===== src/rtl/tmsm_pkg.sv =====
// Package: constants, state encoding and defaults for the trimmed mean stick mapper.
`timescale 1ns / 1ps

package tmsm_pkg;

   // Default sizing
   localparam int DefChannels = 4;
   localparam int DefWindow   = 8;
   localparam int DefDropLow  = 2;
   localparam int DefDropHigh = 2;
   localparam int DefKeep     = 4;

   // Field widths
   localparam int ChW   = 2;
   localparam int SmpW  = 12;
   localparam int CmdW  = 11;
   localparam int CalW  = 11;
   localparam int NumCal = 4;

   // Divider: 20-bit dividend, 11-bit divisor, one quotient bit per cycle
   localparam int DvdW = 20;
   localparam int DvsW = 11;

   // Mapping constants
   localparam logic [CmdW-1:0] CmdMin   = 11'd1100;
   localparam logic [CmdW-1:0] CmdMax   = 11'd1900;
   localparam logic [CmdW-1:0] CmdMid   = 11'd1500;
   localparam logic [SmpW-1:0] RawFloor = 12'd100;
   localparam logic [SmpW-1:0] RawTop   = 12'd3650;
   localparam logic [SmpW-1:0] DeadLo   = 12'd1775;
   localparam logic [SmpW-1:0] DeadHi   = 12'd1975;
   localparam logic [DvsW-1:0] UpperSpan = 11'd1675;
   localparam logic [CalW-1:0] CalReset = 11'h064;
   localparam logic [8:0]      CmdGain  = 9'd400;

   // Sequencer states
   typedef enum logic [8:0] {
      S_IDLE = 9'b000000001,
      S_LOAD = 9'b000000010,
      S_SUM  = 9'b000000100,
      S_DIVA = 9'b000001000,
      S_MAP  = 9'b000010000,
      S_MUL  = 9'b000100000,
      S_DIVB = 9'b001000000,
      S_CMD  = 9'b010000000,
      S_OUT  = 9'b100000000
   } state_type;

endpackage


===== src/rtl/tmsm_ram.sv =====
// Generic single-write, single-read RAM with registered read data.
`timescale 1ns / 1ps

module tmsm_ram #(
   parameter int WIDTH = 12,
   parameter int DEPTH = 32
) (
   input  logic                     clock,
   input  logic                     we,
   input  logic [$clog2(DEPTH)-1:0] waddr,
   input  logic [WIDTH-1:0]         wdata,
   input  logic [$clog2(DEPTH)-1:0] raddr,
   output logic [WIDTH-1:0]         rdata
);

   logic [WIDTH-1:0] mem [DEPTH];

   // write port and registered read port
   always_ff @(posedge clock) begin
      if (we) begin
         mem[waddr] <= wdata;
      end
      rdata <= mem[raddr];
   end

endmodule


===== src/rtl/trimmed_mean_stick_mapper.sv =====
// Top level: per-channel window, trimmed mean and servo command mapping.
//
//  channel | dir | ports                        | payload
//  req     | in  | req_tvalid/tready/tdata[15:0] | channel, sample
//  rsp     | out | rsp_tvalid/tready/tdata[31:0] | out_channel, filtered, command
//  csr     | in  | csr_we/csr_index/csr_wdata   | low_cal_ch0..3
//
// A sample that does not finish its window is only written to RAM. A sample
// that finishes one has its window read into the insertion sorter and its
// kept ranks summed and divided by KEEP in the shared bit-serial divider;
// the mean is then mapped to a command, with a second divider pass unless
// it lies in the dead band or is clamped. Reset is synchronous, clears the
// fill counts and sets the calibrations to 100. A stalled result holds its
// register and the input stays not ready until it is taken.
`timescale 1ns / 1ps

module trimmed_mean_stick_mapper
   import tmsm_pkg::*;
#(
   parameter int CHANNELS  = DefChannels,
   parameter int WINDOW    = DefWindow,
   parameter int DROP_LOW  = DefDropLow,
   parameter int DROP_HIGH = DefDropHigh,
   parameter int KEEP      = DefKeep
) (
   input  logic        clock,
   input  logic        reset,
   input  logic        req_tvalid,
   output logic        req_tready,
   input  logic [15:0] req_tdata,   // [1:0] channel, [13:2] sample
   output logic        rsp_tvalid,
   input  logic        rsp_tready,
   output logic [31:0] rsp_tdata,   // [1:0] out_channel, [13:2] filtered, [24:14] command
   input  logic        csr_we,
   input  logic [1:0]  csr_index,
   input  logic [CalW-1:0] csr_wdata
);

   localparam int Depth  = CHANNELS * WINDOW;
   localparam int AW     = $clog2(Depth);
   localparam int FW     = $clog2(WINDOW);
   localparam int CW     = $clog2(WINDOW + 1);
   localparam int SW     = $clog2(WINDOW) + SmpW;
   localparam int SumEnd = (DROP_LOW + KEEP < WINDOW) ? DROP_LOW + KEEP : WINDOW;
   localparam int DivLast = DvdW - 1;
   // trimmed ranks end before the top DROP_HIGH when KEEP is consistent
   localparam int TopRank = WINDOW - DROP_HIGH;

   state_type state_ff, state_in;

   logic [CalW-1:0] cal_ff [NumCal];
   logic [FW-1:0]   fill_ff [CHANNELS];
   logic [FW-1:0]   fill_in [CHANNELS];
   logic [SmpW-1:0] s_ff [WINDOW];
   logic [SmpW-1:0] s_in [WINDOW];

   logic [ChW-1:0]  ch_ff, ch_in;
   logic [AW-1:0]   base_ff, base_in;
   logic [CW-1:0]   cnt_ff, cnt_in;
   logic [SW-1:0]   acc_ff, acc_in;
   logic [DvdW-1:0] dq_ff, dq_in;
   logic [DvsW-1:0] rem_ff, rem_in;
   logic [DvsW-1:0] dvs_ff, dvs_in;
   logic [4:0]      dcnt_ff, dcnt_in;
   logic [SmpW-1:0] avg_ff, avg_in;
   logic [SmpW-1:0] diff_ff, diff_in;
   logic            lower_ff, lower_in;
   logic [CmdW-1:0] cmd_ff, cmd_in;

   logic [ChW-1:0]  req_ch;
   logic [SmpW-1:0] req_smp;
   logic            ch_ok;
   logic [FW-1:0]   cur_fill;
   logic            ram_we;
   logic [AW-1:0]   ram_waddr, ram_raddr;
   logic [SmpW-1:0] ram_rdata;

   logic [DvsW:0]   div_t;
   logic            div_ge;
   logic [DvsW-1:0] div_rem;
   logic [DvdW-1:0] div_dq;
   logic [CalW-1:0] cal_sel;
   logic [SmpW-1:0] avg_w;
   logic [CmdW-1:0] lower_cmd;

   assign req_ch  = req_tdata[1:0];
   assign req_smp = req_tdata[13:2];
   assign req_tready = (state_ff == S_IDLE);
   assign rsp_tvalid = (state_ff == S_OUT);
   assign rsp_tdata  = {7'd0, cmd_ff, avg_ff, ch_ff};

   // channel lookup of the fill count
   always_comb begin
      ch_ok    = (int'(req_ch) < CHANNELS);
      cur_fill = '0;
      for (int i = 0; i < CHANNELS; i++) begin
         if (int'(req_ch) == i) begin
            cur_fill = fill_ff[i];
         end
      end
   end

   // window RAM
   assign ram_we    = req_tvalid && req_tready && ch_ok;
   assign ram_waddr = AW'(int'(req_ch) * WINDOW + int'(cur_fill));
   assign ram_raddr = base_ff + AW'(cnt_ff);

   tmsm_ram #(
      .WIDTH (SmpW),
      .DEPTH (Depth)
   ) u_ram (
      .clock (clock),
      .we    (ram_we),
      .waddr (ram_waddr),
      .wdata (req_smp),
      .raddr (ram_raddr),
      .rdata (ram_rdata)
   );

   // shared restoring divider step
   always_comb begin
      div_t   = {rem_ff, dq_ff[DvdW-1]};
      div_ge  = (div_t >= {1'b0, dvs_ff});
      div_rem = div_ge ? DvsW'(div_t - {1'b0, dvs_ff}) : div_t[DvsW-1:0];
      div_dq  = {dq_ff[DvdW-2:0], div_ge};
   end

   assign cal_sel = cal_ff[ch_ff];
   assign avg_w   = dq_ff[SmpW-1:0];
   assign lower_cmd = (dq_ff[CmdW-1:0] + CmdMin > CmdMid) ? CmdMid
                                                         : dq_ff[CmdW-1:0] + CmdMin;

   // sequencer
   always_comb begin
      state_in = state_ff;
      fill_in  = fill_ff;
      s_in     = s_ff;
      ch_in    = ch_ff;
      base_in  = base_ff;
      cnt_in   = cnt_ff;
      acc_in   = acc_ff;
      dq_in    = dq_ff;
      rem_in   = rem_ff;
      dvs_in   = dvs_ff;
      dcnt_in  = dcnt_ff;
      avg_in   = avg_ff;
      diff_in  = diff_ff;
      lower_in = lower_ff;
      cmd_in   = cmd_ff;
      case (state_ff)
         S_IDLE: begin
            if (req_tvalid && ch_ok) begin
               for (int i = 0; i < CHANNELS; i++) begin
                  if (int'(req_ch) == i) begin
                     if (cur_fill == FW'(WINDOW - 1)) begin
                        fill_in[i] = '0;
                     end else begin
                        fill_in[i] = cur_fill + 1'b1;
                     end
                  end
               end
               if (cur_fill == FW'(WINDOW - 1)) begin
                  ch_in    = req_ch;
                  base_in  = AW'(int'(req_ch) * WINDOW);
                  cnt_in   = '0;
                  for (int i = 0; i < WINDOW; i++) begin
                     s_in[i] = '1;
                  end
                  state_in = S_LOAD;
               end
            end
         end
         S_LOAD: begin
            // insertion sorter: each cell decides on its own
            if (cnt_ff != '0) begin
               for (int i = 0; i < WINDOW; i++) begin
                  if (ram_rdata < s_ff[i]) begin
                     if (i == 0) begin
                        s_in[i] = ram_rdata;
                     end else if (ram_rdata >= s_ff[i-1]) begin
                        s_in[i] = ram_rdata;
                     end else begin
                        s_in[i] = s_ff[i-1];
                     end
                  end
               end
            end
            if (cnt_ff == CW'(WINDOW)) begin
               cnt_in   = '0;
               acc_in   = '0;
               state_in = S_SUM;
            end else begin
               cnt_in = cnt_ff + 1'b1;
            end
         end
         S_SUM: begin
            // shift ranks down and add the kept ones
            for (int i = 0; i < WINDOW - 1; i++) begin
               s_in[i] = s_ff[i+1];
            end
            if (int'(cnt_ff) >= DROP_LOW && int'(cnt_ff) < SumEnd) begin
               acc_in = acc_ff + SW'(s_ff[0]);
            end
            if (cnt_ff == CW'(WINDOW - 1)) begin
               dq_in    = DvdW'(acc_in);
               rem_in   = '0;
               dvs_in   = DvsW'(KEEP);
               dcnt_in  = '0;
               state_in = S_DIVA;
            end else begin
               cnt_in = cnt_ff + 1'b1;
            end
         end
         S_DIVA, S_DIVB: begin
            dq_in   = div_dq;
            rem_in  = div_rem;
            dcnt_in = dcnt_ff + 1'b1;
            if (dcnt_ff == 5'(DivLast)) begin
               state_in = (state_ff == S_DIVA) ? S_MAP : S_CMD;
            end
         end
         S_MAP: begin
            avg_in   = avg_w;
            state_in = S_OUT;
            if (avg_w >= DeadLo && avg_w <= DeadHi) begin
               cmd_in = CmdMid;
            end else if (avg_w < DeadLo) begin
               if (avg_w <= RawFloor || cal_sel >= CalW'(DeadLo)
                   || avg_w <= SmpW'(cal_sel)) begin
                  cmd_in = CmdMin;
               end else begin
                  diff_in  = avg_w - SmpW'(cal_sel);
                  dvs_in   = DvsW'(DeadLo) - cal_sel;
                  lower_in = 1'b1;
                  state_in = S_MUL;
               end
            end else if (avg_w >= RawTop) begin
               cmd_in = CmdMax;
            end else begin
               diff_in  = avg_w - DeadHi;
               dvs_in   = UpperSpan;
               lower_in = 1'b0;
               state_in = S_MUL;
            end
         end
         S_MUL: begin
            dq_in    = DvdW'(diff_ff) * DvdW'(CmdGain);
            rem_in   = '0;
            dcnt_in  = '0;
            state_in = S_DIVB;
         end
         S_CMD: begin
            cmd_in   = lower_ff ? lower_cmd : dq_ff[CmdW-1:0] + CmdMid;
            state_in = S_OUT;
         end
         S_OUT: begin
            if (rsp_tready) begin
               state_in = S_IDLE;
            end
         end
         default: begin
            state_in = S_IDLE;
         end
      endcase
   end

   // control registers
   always_ff @(posedge clock) begin
      if (reset) begin
         state_ff <= S_IDLE;
         for (int i = 0; i < CHANNELS; i++) begin
            fill_ff[i] <= '0;
         end
         for (int i = 0; i < NumCal; i++) begin
            cal_ff[i] <= CalReset;
         end
      end else begin
         state_ff <= state_in;
         fill_ff  <= fill_in;
         if (csr_we) begin
            cal_ff[csr_index] <= csr_wdata;
         end
      end
   end

   // datapath registers
   always_ff @(posedge clock) begin
      s_ff     <= s_in;
      ch_ff    <= ch_in;
      base_ff  <= base_in;
      cnt_ff   <= cnt_in;
      acc_ff   <= acc_in;
      dq_ff    <= dq_in;
      rem_ff   <= rem_in;
      dvs_ff   <= dvs_in;
      dcnt_ff  <= dcnt_in;
      avg_ff   <= avg_in;
      diff_ff  <= diff_in;
      lower_ff <= lower_in;
      cmd_ff   <= cmd_in;
   end

   // checks
   a_exclusive: assert property (@(posedge clock) disable iff (reset)
      !(req_tready && rsp_tvalid))
      else $error("input ready while a result is pending");

   a_cmd_range: assert property (@(posedge clock) disable iff (reset)
      rsp_tvalid |-> (cmd_ff >= CmdMin && cmd_ff <= CmdMax))
      else $error("command out of range");

   a_div_done: assert property (@(posedge clock) disable iff (reset)
      (state_ff == S_DIVA && dcnt_ff == 5'(DivLast)) |=> (state_ff == S_MAP))
      else $error("average divide did not hand over to mapping");

   a_rank_span: assert property (@(posedge clock) disable iff (reset)
      (state_ff == S_SUM) |-> (SumEnd <= WINDOW && DROP_LOW <= TopRank + KEEP))
      else $error("kept ranks beyond window");

endmodule

===== config.mk =====
export PLATFORM = sky130hd
export DESIGN_NAME = trimmed_mean_stick_mapper
export DESIGN_NICKNAME = d
export VERILOG_FILES = /design/src/rtl/tmsm_pkg.sv /design/src/rtl/tmsm_ram.sv /design/src/rtl/trimmed_mean_stick_mapper.sv
export SDC_FILE = /design/constraint.sdc
export NUM_CORES = 1
export LEC_CHECK = 0
export ABC_AREA = 1
export BUFFER_PORTS_ARGS = -buffer_cell sky130_fd_sc_hd__buf_2
export CAP_MARGIN = 20
export CORE_UTILIZATION = 25
export CTS_BUF_LIST = sky130_fd_sc_hd__clkbuf_16
export DETAILED_ROUTE_END_ITERATION = 10
export PLACE_DENSITY = 0.47
export SLEW_MARGIN = 20
export SYNTH_ARGS = -nofsm -noshare
export SYNTH_HDL_FRONTEND = slang
export SYNTH_SLANG_ARGS = --single-unit

===== constraint.sdc =====
create_clock -name clock -period 3.8 [get_ports clock]
set_clock_uncertainty 0.15 [all_clocks]
set_input_delay 0.57 -clock clock [delete_from_list [all_inputs] [get_ports clock]]
set_output_delay 0.57 -clock clock [all_outputs]
set_load 0.01 [all_outputs]

-- Word level (Yosys, flattened, before mapping)
Memories as Yosys holds them, arrays and structs flattened. A register that Yosys moved wholly into a read port is not among the register bits.
Cells that the tools add are included.
- output and inout port bits: 34
- memories kept: 2
- logic and storage cells: 222
- memory bits (writable): 428
- register bits after elaboration: 221
- memories (name ; depth ; bits a word ; rd ports ; clocked after Yosys merged registers in ; wr ports ; RTL line ; RTL):
    u_ram.mem ; 32 ; 12 ; 1 ; 1 ; 1 ; tmsm_ram.sv:16 ; logic [WIDTH-1:0] mem [DEPTH];
    cal_ff ; 4 ; 11 ; 1 ; 1 ; 4 ; trimmed_mean_stick_mapper.sv:51 ; logic [CalW-1:0] cal_ff [NumCal];
- muxes and demuxes: 82
- magnitude comparators: 26
- $mul: 1
- reduce and logical (&&, ||, !) cells: 35
- bitwise gates (word level): 1
- add/subtract/negate cells: 12
- eq/ne operators: 39
- operators by type and width (kind ; count):
    2-to-1 mux 96 bit ; 3
    case mux 84 bit (3 select lines) ; 1
    2-to-1 mux 12 bit ; 18
    2-to-1 mux 11 bit ; 14
    less-than comparator 12 bit ; 8
    2-to-1 mux 9 bit ; 10
    greater-or-equal comparator 12 bit ; 7
    case mux 9 bit (8 select lines) ; 1
    case mux 20 bit (3 select lines) ; 1
    AND reduction 5 bit ; 9
    case mux 11 bit (2 select lines) ; 2
    inequality test 2 bit (second input constant) ; 17
    case mux 11 bit (3 select lines) ; 1
    2-to-1 mux 15 bit ; 2
    case mux 15 bit (2 select lines) ; 1
    case mux 12 bit (2 select lines) ; 1
    adder 11 bit (second input constant) ; 2
    2-to-1 mux 20 bit ; 1
    AND reduction 3 bit ; 6
    multiplier 12 x 5 -> 16 bit (second input constant) ; 1
    2-to-1 mux 4 bit ; 4
    adder 15 x 12 -> 15 bit ; 1
    2-to-1 mux 3 bit ; 5
    case mux 5 bit (3 select lines) ; 1
    55 further kinds ; 79

-- Logic depth before layout (Yosys ltp)
Gate-level depths: netlist of the first run.
- word-level depth: 9
- mapped depth: 20
- gate-level depth less buffers: 19

-- By module
Synthesis of the first run repeated with hierarchy kept, for this count alone.
- cells, all modules: 3685
- area, all modules: 34775.9 sq um
- modules (own cells, without submodules) (module ; instances ; seq. area each (sq um) ; area an instance (sq um) ; cells each):
    trimmed_mean_stick_mapper ; 1 ; 7787.5 ; 18876.9 ; 2327
    tmsm_ram ; 1 ; 11771.3 ; 15899.0 ; 1358

-- Least setup slack after synthesis of the first run
OpenSTA, ideal clock, no wires.
- kind: register to register
- start point: register (tool-made name)
- end point: register dvs_ff[0] (enable)
- cell stages (with the launch flop): 14
- library setup time: 0.383 ns
- arrival time: 2.583 ns
- setup slack: 0.684 ns
- buffers on the path: 1
- path through: dfxtp_1 -> buf_2 -> nand2_1 -> nand3_1 -> nand2_1 -> ha_1 -> fa_1 -> o21ai_1 -> nand2_1 -> nand3_1 -> nand2_1 -> inv_1 -> nand4_2 -> a21oi_1
- RTL lines (element ; RTL line ; RTL):
    end signal: assignment ; trimmed_mean_stick_mapper.sv:295 ; dvs_ff <= dvs_in;
    end: declaration ; trimmed_mean_stick_mapper.sv:63 ; logic [DvsW-1:0] dvs_ff, dvs_in;

-- Final worst setup path of the first run
- start point: input port req_tdata[1]
- end point: register s_ff[77] (netlist name) (enable)
- word-level cells in the longest chain between the ends: 8
- elaborated cells on any way between the ends: 11
- classes of those cells: 5 x eq/ne; 4 x mux; 2 x reduce/logical
- RTL lines (element ; RTL line ; RTL):
    start: declaration ; trimmed_mean_stick_mapper.sv:30 ; input logic [15:0] req_tdata,
    logical NOT 2 bit ; trimmed_mean_stick_mapper.sv:97 ; if (int'(req_ch) == i) begin
    2-to-1 mux 3 bit (3 in a row) ; trimmed_mean_stick_mapper.sv:97 ;
    2-to-1 mux 3 bit * ; trimmed_mean_stick_mapper.sv:97 ;
    == test 3 bit * ; trimmed_mean_stick_mapper.sv:162 ; if (cur_fill == FW'(WINDOW - 1)) begin
    inequality test 2 x 1 -> 1 bit (no line) * ; -- ;
    AND reduction 5 bit (no line) * ; -- ;
    end signal: assignment ; trimmed_mean_stick_mapper.sv:288 ; s_ff <= s_in;
    end: declaration ; trimmed_mean_stick_mapper.sv:54 ; logic [SmpW-1:0] s_ff [WINDOW];
Every way passes the cells marked *; elsewhere a longest branch is shown, timed or not.
A chain may end at the register's enable or synchronous reset.

==> results.sh, run 1 <==
export IMPL_rows=135
export IMPL_grt_antenna_before_repair=5
export IMPL_cp_data_arrival_time_ns=3.66
export IMPL_htreeDepth=3
export IMPL_critical_path_cell_chain="dlygate4sd3_1, buf_2, inv_1, nor2_1, nand2_1, nand3_1, o21bai_1, ha_1, ha_1, nand2_1, nand2_1, nand3_1, buf_4, nor2_1, buf_4"
export IMPL_routed_wirelength_um=97700
export IMPL_relSlewSlack_pct=42.3
export IMPL_wl_per_cell_um=18.0
export IMPL_pre_cts_ws_ns=0.362
export IMPL_yosysSeqAreaShare_pct=57.2
export IMPL_drt_pre_antenna_iters=5
export IMPL_die_x_um=372
export IMPL_outcome="complete, no violations"
export IMPL_num_vias=25000
export IMPL_fmax_mhz=286
export IMPL_worstSetupEndpointType="flop"
export IMPL_cts_root_buf="clkbuf_16"
export IMPL_drive_gt1_share_pct=8.98
export IMPL_route_detailed_drc=0
export IMPL_cts_tree="built"
export IMPL_holdCritStartpoint="req_tdata[0]"
export IMPL_clk_latency_ns=0.66
export IMPL_hold_path_class="in -> reg"
export IMPL_power_density_nw_per_um2=643
export IMPL_drt_iter0_drc=1795
export IMPL_hold_depth=1
export IMPL_power_leakage_nw=15.3
export IMPL_startpoint_type="input pin"
export IMPL_critPathMaxStageDelay_ns=0.63
export IMPL_cts_buffers=73
export IMPL_synth_area_per_cell_um2=9.81
export IMPL_ioPinCount=68
export IMPL_grt_ovfl_total=0
export IMPL_synth_area_um2=34200
export IMPL_vdd_drop_max_mv=0.494
export IMPL_dp_hpwl_um=65900
export IMPL_utilization_pct=29.0
export IMPL_grt_pass1_vias=23900
export IMPL_grt_first_pass_wirelength_um=148000
export IMPL_setup_violations=0
export IMPL_critical_path_class="in -> reg"
export IMPL_grt_use_total_pct=13.9
export IMPL_syn2layout_area_growth_pct=15.2
export IMPL_worst_ep_required_time_ns=3.96
export IMPL_finalSetupTns_ns=0
export IMPL_cap_violations=0
export IMPL_ant_nets=0
export IMPL_r2r_slack_ns=0.50
export IMPL_final_nets=3813
export IMPL_synth_seq_cells=663
export IMPL_dieArea_um2=138000
export IMPL_path_clk_slew_ns=0.06
export IMPL_rsz0062_at_grt="no"
export IMPL_gp_congestion=0.844
export IMPL_tightest_slew_ns=0.862
export IMPL_initial_utilization_pct=25.2
export IMPL_cp_slowest_cell="dlygate4sd3_1"
export IMPL_die_h_um=372
export IMPL_portBuffers=58
export IMPL_worst_slack_ns=0.300
export IMPL_synth_distinct_cells=57
export IMPL_rr_startpoint="diff_ff[6]"
export IMPL_synth_warnings=0
export IMPL_maxSlewViolCount=0
export IMPL_worst_r2r_cell_count=13
export IMPL_cts_sinks=663
export IMPL_worstReg2RegEnd="dq_ff[17]"
export IMPL_syn_inst=3485
export IMPL_cpMostUsedCell="nand2_1"
export IMPL_period_share_pct=92.1
export IMPL_vias_per_cell=4.61
export IMPL_core_um2=136000
export IMPL_grt_max_degree=98
export IMPL_min_period_ns=3.50
export IMPL_finalHoldViolCount=0
export IMPL_min_delay_worst_endpoint="base_ff[3]"
export IMPL_crit_fanout=10
export IMPL_clockBufferDepth=3
critical path, delay by kind of cell:
kind | cells | cell delay [ns]
buffers and inverters | 5 | 1.33
adders and majority gates | 2 | 0.48
AOI/OAI and AO/OA | 1 | 0.20
and+or+nand+nor | 7 | 1.04
logic make-up after synthesis:
family / after synthesis / share of synthesized area (%)
xor+xnor: 38 / 0.973
mux: 18 / 0.527
flops: 663 / 57.2
fa+ha+maj: 195 / 7.36
other cells: 1 / 0.0110
simple gates: 1355 / 16.5
buf+inv: 530 / 6.19
compound gates: 685 / 11.3
per-layer routing:
layer / vias up / GRT usage [%] / wire length [um]
met5: - / 0 / 61
met4: 10 / 3.46 / 2170
met3: 138 / 2.76 / 5040
met2: 585 / 22.5 / 45300
met1: 12000 / 19.0 / 45100
li1: 12300 / - / -
power by group:
| part | internal (mW) | total [mW] | switching [mW] |
|---|---|---|---|
| clock | 4.03 | 7.13 | 3.10 |
| combinational | 2.67 | 8.76 | 6.09 |
| sequential | 8.84 | 9.45 | 0.603 |
worst max path at each step:
stage	from	to	slack, ns	cells past startpoint
after floorplan	flop	dvs_ff[0]	0.68	13
after global placement	req_tdata[1]	s_ff[15]	0.42	14
after detailed placement	req_tdata[1]	s_ff[74]	0.36	14
after CTS	req_tdata[1]	s_ff[77]	0.34	15
after global routing	req_tdata[1]	s_ff[77]	0.11	15
final	req_tdata[1]	s_ff[77]	0.30	15
cell usage in the layout, fill, tap and decap left out, types with 5 or more instances in the layout:
master,instances
nand4_1,31
nor3_1,27
and2_1,5
nand2_2,6
o22ai_1,112
a211oi_1,5
a21oi_1,150
o21bai_1,7
o21ai_1,10
buf_12,7
nand3_1,227
mux2i_1,18
fa_1,10
buf_2,58
clkinv_2,12
xor2_1,24
clkbuf_16,73
bufinv_16,7
buf_4,107
xnor2_1,14
inv_2,18
clkinv_1,14
o211ai_1,53
edfxtp_1,628
ha_1,185
a21o_1,6
dfxtp_1,35
or2_2,7
nor2_1,428
nand3b_1,7
inv_1,372
nand2_1,601
a22oi_1,6
conb_1,7
o21ai_0,307
stage by stage:
stage	instances	hold WS (ns)	total power, mW	area, um2
3_5_place_dp	5289	0.302	18.4	37000
4_1_cts	5422	0.0105	25.6	39400
3_3_place_gp	5289	0.305	18.4	37000
5_1_grt	5422	0.0242	26.9	39400
2_1_floorplan	3491	0.275	15.0	34200
6_report	5423	0.0563	25.3	39400
layout make-up:
cell class                      instances  area, um2
Antenna cell                            1       2.50
Clock buffer                           73       1830
Clock inverter                         59        572
Fill cell                           14200      96200
Inverter                              375       1410
Multi-Input combinational cell       2298      12500
Sequential cell                       663      19600
Tap cell                             1781       2230
Timing Repair Buffer                  173       1240
flip-flops by register name, indices dropped and copies added, names as in the netlist, 15 cells and up, named ones only:
| name | flops |
|---|---|
| acc_ff | 15 |
| cal_ff | 44 |
| dq_ff | 20 |
| s_ff | 96 |
| u_ram.mem | 384 |
cell usage after synthesis, drive strengths merged:
| library cell | count | area share [%] |
|---|---|---|
| nor4 | 2 | 0.037 |
| a21boi | 2 | 0.044 |
| a211oi | 5 | 0.11 |
| clkbuf | 79 | 0.87 |
| xor2 | 24 | 0.61 |
| buf | 76 | 1.2 |
| or2 | 8 | 0.15 |
| a32o | 1 | 0.029 |
| mux2i | 18 | 0.53 |
| nand3b | 7 | 0.15 |
| a21oi | 154 | 2.3 |
| o211ai | 53 | 1.2 |
| nor3 | 31 | 0.51 |
| inv | 373 | 4.1 |
| nand3 | 231 | 3.4 |
| o21a | 3 | 0.066 |
| a22oi | 6 | 0.13 |
| a31o | 1 | 0.026 |
| dfxtp | 35 | 2.0 |
| conb | 1 | 0.011 |
| a2bb2oi | 1 | 0.026 |
| ha | 185 | 6.8 |
| o41ai | 4 | 0.10 |
| nor2 | 431 | 4.8 |
| fa | 10 | 0.59 |
| o21bai | 7 | 0.15 |
| nand4 | 32 | 0.60 |
| o21ai | 320 | 4.7 |
| o22ai | 112 | 2.0 |
| o221ai | 1 | 0.026 |
| o31ai | 4 | 0.088 |
| edfxtp | 628 | 55 |
| a21o | 6 | 0.13 |
| clkinv | 2 | 0.022 |
| a31oi | 3 | 0.055 |
| o2111ai | 1 | 0.026 |
| a32oi | 1 | 0.026 |
| nand2 | 608 | 6.7 |
| and2 | 5 | 0.091 |
| xnor2 | 14 | 0.36 |
timing repair:
item	4_1_cts	5_1_grt
hold buffers	1	0
endpoints found under the hold margin	1	0
gates resized for setup	0	0
buffers inserted	0	0
(Power assumes the default switching activity.)
==> run 2: changes to the inputs <==
--- a/config.mk
+++ b/config.mk
@@ -9,7 +9,7 @@
 export BUFFER_PORTS_ARGS = -buffer_cell sky130_fd_sc_hd__buf_2
 export CAP_MARGIN = 20
 export CORE_UTILIZATION = 25
-export CTS_BUF_LIST = sky130_fd_sc_hd__clkbuf_16
+export CTS_BUF_LIST = sky130_fd_sc_hd__clkbuf_8 sky130_fd_sc_hd__clkbuf_16
 export DETAILED_ROUTE_END_ITERATION = 10
 export PLACE_DENSITY = 0.47
 export SLEW_MARGIN = 20
==> results.sh, run 2 (same netlist as run 1, synthesis figures left out) <==
export IMPL_largest_register="u_ram.mem"
export IMPL_cts_root_buf="clkbuf_16"
export IMPL_syn2layout_area_growth_pct=15.2
export IMPL_initial_utilization_pct=25.2
export IMPL_grt_pass1_vias=23900
export IMPL_dieArea_um2=138000
export IMPL_cp_data_arrival_time_ns=3.66
export IMPL_critical_path_class="in -> reg"
export IMPL_route_detailed_drc=0
export IMPL_setup_violations=0
export IMPL_startpoint_type="input pin"
export IMPL_reg_top3="u_ram.mem: 384 flops, s_ff: 96 flops, cal_ff: 44 flops"
export IMPL_layout_commonest_cell="edfxtp_1"
export IMPL_crit_start="req_tdata[1]"
export IMPL_gp_congestion=0.844
export IMPL_cts_sinks=663
export IMPL_ioPinCount=68
export IMPL_cp_top_family="buffers and inverters"
export IMPL_critPathMaxStageDelay_ns=0.63
export IMPL_final_nets=3813
export IMPL_worst_ep_required_time_ns=3.96
export IMPL_tightest_slew_ns=0.869
export IMPL_final_cell_mix="edfxtp_1 (628), nand2_1 (601), nor2_1 (428), inv_1 (372), o21ai_0 (307)"
export IMPL_grt_antenna_before_repair=5
export IMPL_clockBufferDepth=3
export IMPL_vias_per_cell=4.61
export IMPL_maxSlewViolCount=0
export IMPL_cp_slowest_cell="dlygate4sd3_1"
export IMPL_wl_per_cell_um=18.0
export IMPL_num_vias=25000
export IMPL_die_x_um=372
export IMPL_cts_buffers=73
export IMPL_postLayoutCellArea_um2=39400
export IMPL_worstSetupEndpointType="flop"
export IMPL_seq_area_um2=19600
export IMPL_fmax_mhz=285
export IMPL_critical_path_cell_chain="dlygate4sd3_1, buf_2, inv_1, nor2_1, nand2_1, nand3_1, o21bai_1, ha_1, ha_1, nand2_1, nand2_1, nand3_1, buf_4, nor2_1, buf_4"
export IMPL_post_cts_resize_count=0
export IMPL_power_leakage_nw=15.3
export IMPL_drt_pre_antenna_iters=5
export IMPL_min_period_ns=3.51
export IMPL_grt_use_total_pct=13.9
export IMPL_rr_startpoint="diff_ff[6]"
export IMPL_cpMostUsedCell="nand2_1"
export IMPL_finalSetupTns_ns=0
export IMPL_vdd_drop_max_mv=0.494
export IMPL_outcome="complete, no violations"
export IMPL_rows=135
export IMPL_pre_cts_ws_ns=0.362
export IMPL_post_cts_buffers=0
export IMPL_grt_max_degree=98
export IMPL_drt_iter0_drc=1801
export IMPL_finalHoldViolCount=0
export IMPL_nFillCells=14200
export IMPL_largest_reg_flops=384
export IMPL_portBuffers=58
export IMPL_dp_hpwl_um=65900
export IMPL_multi_input_area_um2=12500
export IMPL_crit_fanout=10
export IMPL_rsz0062_at_grt="no"
export IMPL_worst_slack_ns=0.293
export IMPL_clk_latency_ns=0.66
export IMPL_routed_wirelength_um=97700
export IMPL_ant_nets=0
export IMPL_place_area_um2=37000
export IMPL_core_um2=136000
export IMPL_grt_ovfl_total=0
export IMPL_utilization_pct=29.0
export IMPL_drive_gt1_share_pct=9.01
export IMPL_die_h_um=372
export IMPL_holdCritStartpoint="req_tdata[0]"
export IMPL_path_clk_slew_ns=0.06
export IMPL_hold_path_class="in -> reg"
export IMPL_cts_tree="built"
export IMPL_htreeDepth=3
export IMPL_cap_violations=0
export IMPL_crit_buf_inv=5
export IMPL_grt_first_pass_wirelength_um=148000
export IMPL_hold_ws_ns=0.0547
export IMPL_power_density_nw_per_um2=644
export IMPL_relSlewSlack_pct=41.8
export IMPL_period_share_pct=92.3
## run 2: changes by cell type in the layout (fill, tap and decap cells not counted), sizes merged
cell and delta:
clkbuf +1, clkinv -1
## run 2: worst paths after layout
kind,endpoint,slack [ns],depth (start not counted)
worst max-delay path,s_ff[77],0.29,15
worst min-delay path,base_ff[3],0.05,1
worst max register to register,dq_ff[17],0.50,13
worst min register to register,fill_ff[1],0.31,2
## run 2: final cells by class
cell class	instances	area share, %
flip-flops and latches	663	49.6
clock inverters	58	1.44
inverters	375	3.58
clock buffers	74	4.67
multi-input cells	2298	31.8
repair buffers	173	3.16
well taps	1781	5.66
diodes	1	0.00635
## run 2: per-stage QoR
| step | instances | power (mW) |
|---|---|---|
| finish | 5423 | 25.4 |
| global route | 5422 | 26.9 |
| CTS | 5422 | 25.7 |
| detailed placement | 5289 | 18.4 |
| global placement | 5289 | 18.4 |
| floorplan | 3491 | 15.0 |
## run 2: power by group
part,switching (mW),leakage [nW],internal [mW]
registers,0.603,5.76,8.84
clock network,3.10,1.24,4.05
logic,6.09,8.33,2.67
total,9.79,15.3,15.6
## run 2: per-layer routing
| metal | GRT usage (%) | vias up | wire length (um) |
|---|---|---|---|
| li1 | - | 12300 | - |
| met1 | 19.0 | 12000 | 45100 |
| met2 | 22.5 | 577 | 45300 |
| met3 | 2.76 | 136 | 5000 |
| met4 | 3.46 | 10 | 2160 |
| met5 | 0 | - | 61 |
## run 2: what timing repair did
| action | in CTS | in global routing |
|---|---|---|
| hold buffers | 1 | 0 |
| endpoints found under the setup margin | 0 | 0 |
| hold endpoints to repair | 1 | 0 |
==> run 3: changes to the inputs <==
--- a/config.mk
+++ b/config.mk
@@ -8,10 +8,11 @@
 export ABC_AREA = 1
 export BUFFER_PORTS_ARGS = -buffer_cell sky130_fd_sc_hd__buf_2
 export CAP_MARGIN = 20
-export CORE_UTILIZATION = 25
+export CORE_MARGIN = 2
+export CORE_UTILIZATION = 50
 export CTS_BUF_LIST = sky130_fd_sc_hd__clkbuf_8 sky130_fd_sc_hd__clkbuf_16
 export DETAILED_ROUTE_END_ITERATION = 10
-export PLACE_DENSITY = 0.47
+export PLACE_DENSITY = 0.74
 export SLEW_MARGIN = 20
 export SYNTH_ARGS = -nofsm -noshare
 export SYNTH_HDL_FRONTEND = slang
==> results.sh, run 3 (same netlist as run 1, synthesis figures left out) <==
export IMPL_route_detailed_drc=0
export IMPL_num_vias=25500
export IMPL_cts_sinks=663
export IMPL_dieArea_um2=70500
export IMPL_cts_root_buf="clkbuf_16"
export IMPL_grt_antenna_before_repair=1
export IMPL_p_int_mw=15.1
export IMPL_post_cts_buffers=0
export IMPL_cp_data_arrival_time_ns=3.62
export IMPL_holdCritStartpoint="req_tdata[1]"
export IMPL_min_period_ns=3.44
export IMPL_crit_fanout=12
export IMPL_hold_buffers=0
export IMPL_initial_utilization_pct=50.7
export IMPL_worstSetupEndpointType="flop"
export IMPL_startpoint_type="flop"
export IMPL_fmax_mhz=291
export IMPL_switching_share_pct=38.3
export IMPL_worst_r2r_cell_count=13
export IMPL_diodes=0
export IMPL_largest_reg_flops=384
export IMPL_power_leakage_nw=15.1
export IMPL_rsz0062_at_grt="no"
export IMPL_endpoint="dvs_ff[5]"
export IMPL_post_cts_resize_count=0
export IMPL_grt_pass1_vias=24200
export IMPL_nFillCells=5638
export IMPL_seqPwrFrac_pct=38.3
export IMPL_final_nets=3777
export IMPL_routed_wirelength_um=86100
export IMPL_core_um2=67400
export IMPL_clockPowerShare_pct=27.1
export IMPL_grt_ovfl_total=0
export IMPL_layout_commonest_cell="edfxtp_1"
export IMPL_dpl_cell_count=4348
export IMPL_r2r_slack_ns=0.36
export IMPL_gp_congestion=0.950
export IMPL_setup_violations=0
export IMPL_grt_first_pass_wirelength_um=133000
export IMPL_hold_depth=1
export IMPL_ant_nets=0
export IMPL_die_x_um=265
export IMPL_multi_input_area_um2=12600
export IMPL_drt_iter0_drc=2821
export IMPL_maxSlewViolCount=0
export IMPL_combPwrFrac_pct=34.6
export IMPL_rows=95
export IMPL_tightest_slew_ns=1.07
export IMPL_drt_pre_antenna_iters=6
export IMPL_seq_area_um2=19600
export IMPL_path_clk_slew_ns=0.07
export IMPL_reg_top3="u_ram.mem: 384 flops, s_ff: 96 flops, cal_ff: 44 flops"
export IMPL_vias_per_cell=5.70
export IMPL_die_h_um=265
export IMPL_grt_use_total_pct=24.2
export IMPL_ioPinCount=68
export IMPL_finalHoldViolCount=0
export IMPL_dp_hpwl_um=57000
export IMPL_power_switching_mw=9.42
export IMPL_cts_buffers=71
export IMPL_finalSetupTns_ns=0
export IMPL_vdd_drop_max_mv=0.717
export IMPL_htreeDepth=3
export IMPL_critical_path_class="reg -> reg"
export IMPL_portBuffers=58
export IMPL_hold_path_class="in -> reg"
export IMPL_syn2layout_area_growth_pct=10.6
export IMPL_period_share_pct=90.5
export IMPL_worstReg2RegEnd="dvs_ff[5]"
export IMPL_largest_register="u_ram.mem"
export IMPL_power_density_nw_per_um2=650
export IMPL_outcome="complete, no violations"
export IMPL_cts_tree="built"
export IMPL_worst_ep_required_time_ns=3.98
export IMPL_cap_violations=0
export IMPL_relSlewSlack_pct=28.7
export IMPL_fin_cells=4476
export IMPL_clk_latency_ns=0.63
export IMPL_drive_gt1_share_pct=8.27
export IMPL_wl_per_cell_um=19.2
export IMPL_final_cell_mix="edfxtp_1 (628), nand2_1 (601), nor2_1 (416), inv_1 (379), o21ai_0 (307)"
export IMPL_grt_max_degree=194
export IMPL_clockBufferDepth=3
==> run 3: how the worst min path moves through the flow <==
stage / endpoint / slack, ns
floorplan: fill_ff[10] / 0.27
detailed placement: fill_ff[0] / 0.30
global route: base_ff[4] / 0.03
CTS: base_ff[4] / 0.004
finish: base_ff[4] / 0.03
global placement: fill_ff[0] / 0.30
==> run 3: power by group through the flow <==
stage	registers, mW	clock network (mW)	logic [mW]
after detailed placement	9.56	0	8.30
after global routing	9.47	6.98	9.36
after floorplan	9.32	0	5.64
after global placement	9.53	0	8.14
final	9.42	6.65	8.50
after CTS	9.41	6.71	8.35
==> run 3: final cells by class <==
type / count / area share [%]
repair buffers: 139 / 2.51
clock buffers: 72 / 4.77
multi-input cells: 2298 / 33.3
inverters: 375 / 3.73
clock inverters: 56 / 1.11
well taps: 873 / 2.89
flip-flops and latches: 663 / 51.7
==> run 3: worst max-delay path, stage by stage, from the launching register on <==
cell and delay (ns):
dfxtp_1 0.62, inv_1 0.32, nand2_1 0.14, nand2_1 0.13
ha_1 0.23, fa_1 0.40, o21ai_1 0.31, nand2_1 0.11
nand3_1 0.07, nand2_1 0.05, inv_1 0.06, nand4_2 0.16
a21oi_1 0.17, buf_4 0.22
==> run 3: stage by stage <==
| stage | setup slack, ns | hold WS, ns | utilization (%) | total power, mW | area (um2) |
|---|---|---|---|---|---|
| 4_1_cts | 0.345 | 0.00361 | 56.1 | 24.5 | 37800 |
| 3_3_place_gp | 0.184 | 0.301 | 52.7 | 17.7 | 35500 |
| 5_1_grt | 0.181 | 0.0337 | 56.1 | 25.8 | 37800 |
| 2_1_floorplan | 0.684 | 0.275 | - | 15.0 | 34200 |
| 3_5_place_dp | 0.0896 | 0.298 | 52.8 | 17.9 | 35600 |
| 6_report | 0.363 | 0.0298 | 56.1 | 24.6 | 37800 |
==> run 3: routing by layer <==
layer	GRT usage, %	routed length, um	vias up
met5	0	16	-
met3	4.18	6710	218
met4	10.2	3550	2
met1	32.4	35700	12000
met2	39.0	40100	1059
li1	-	-	12200
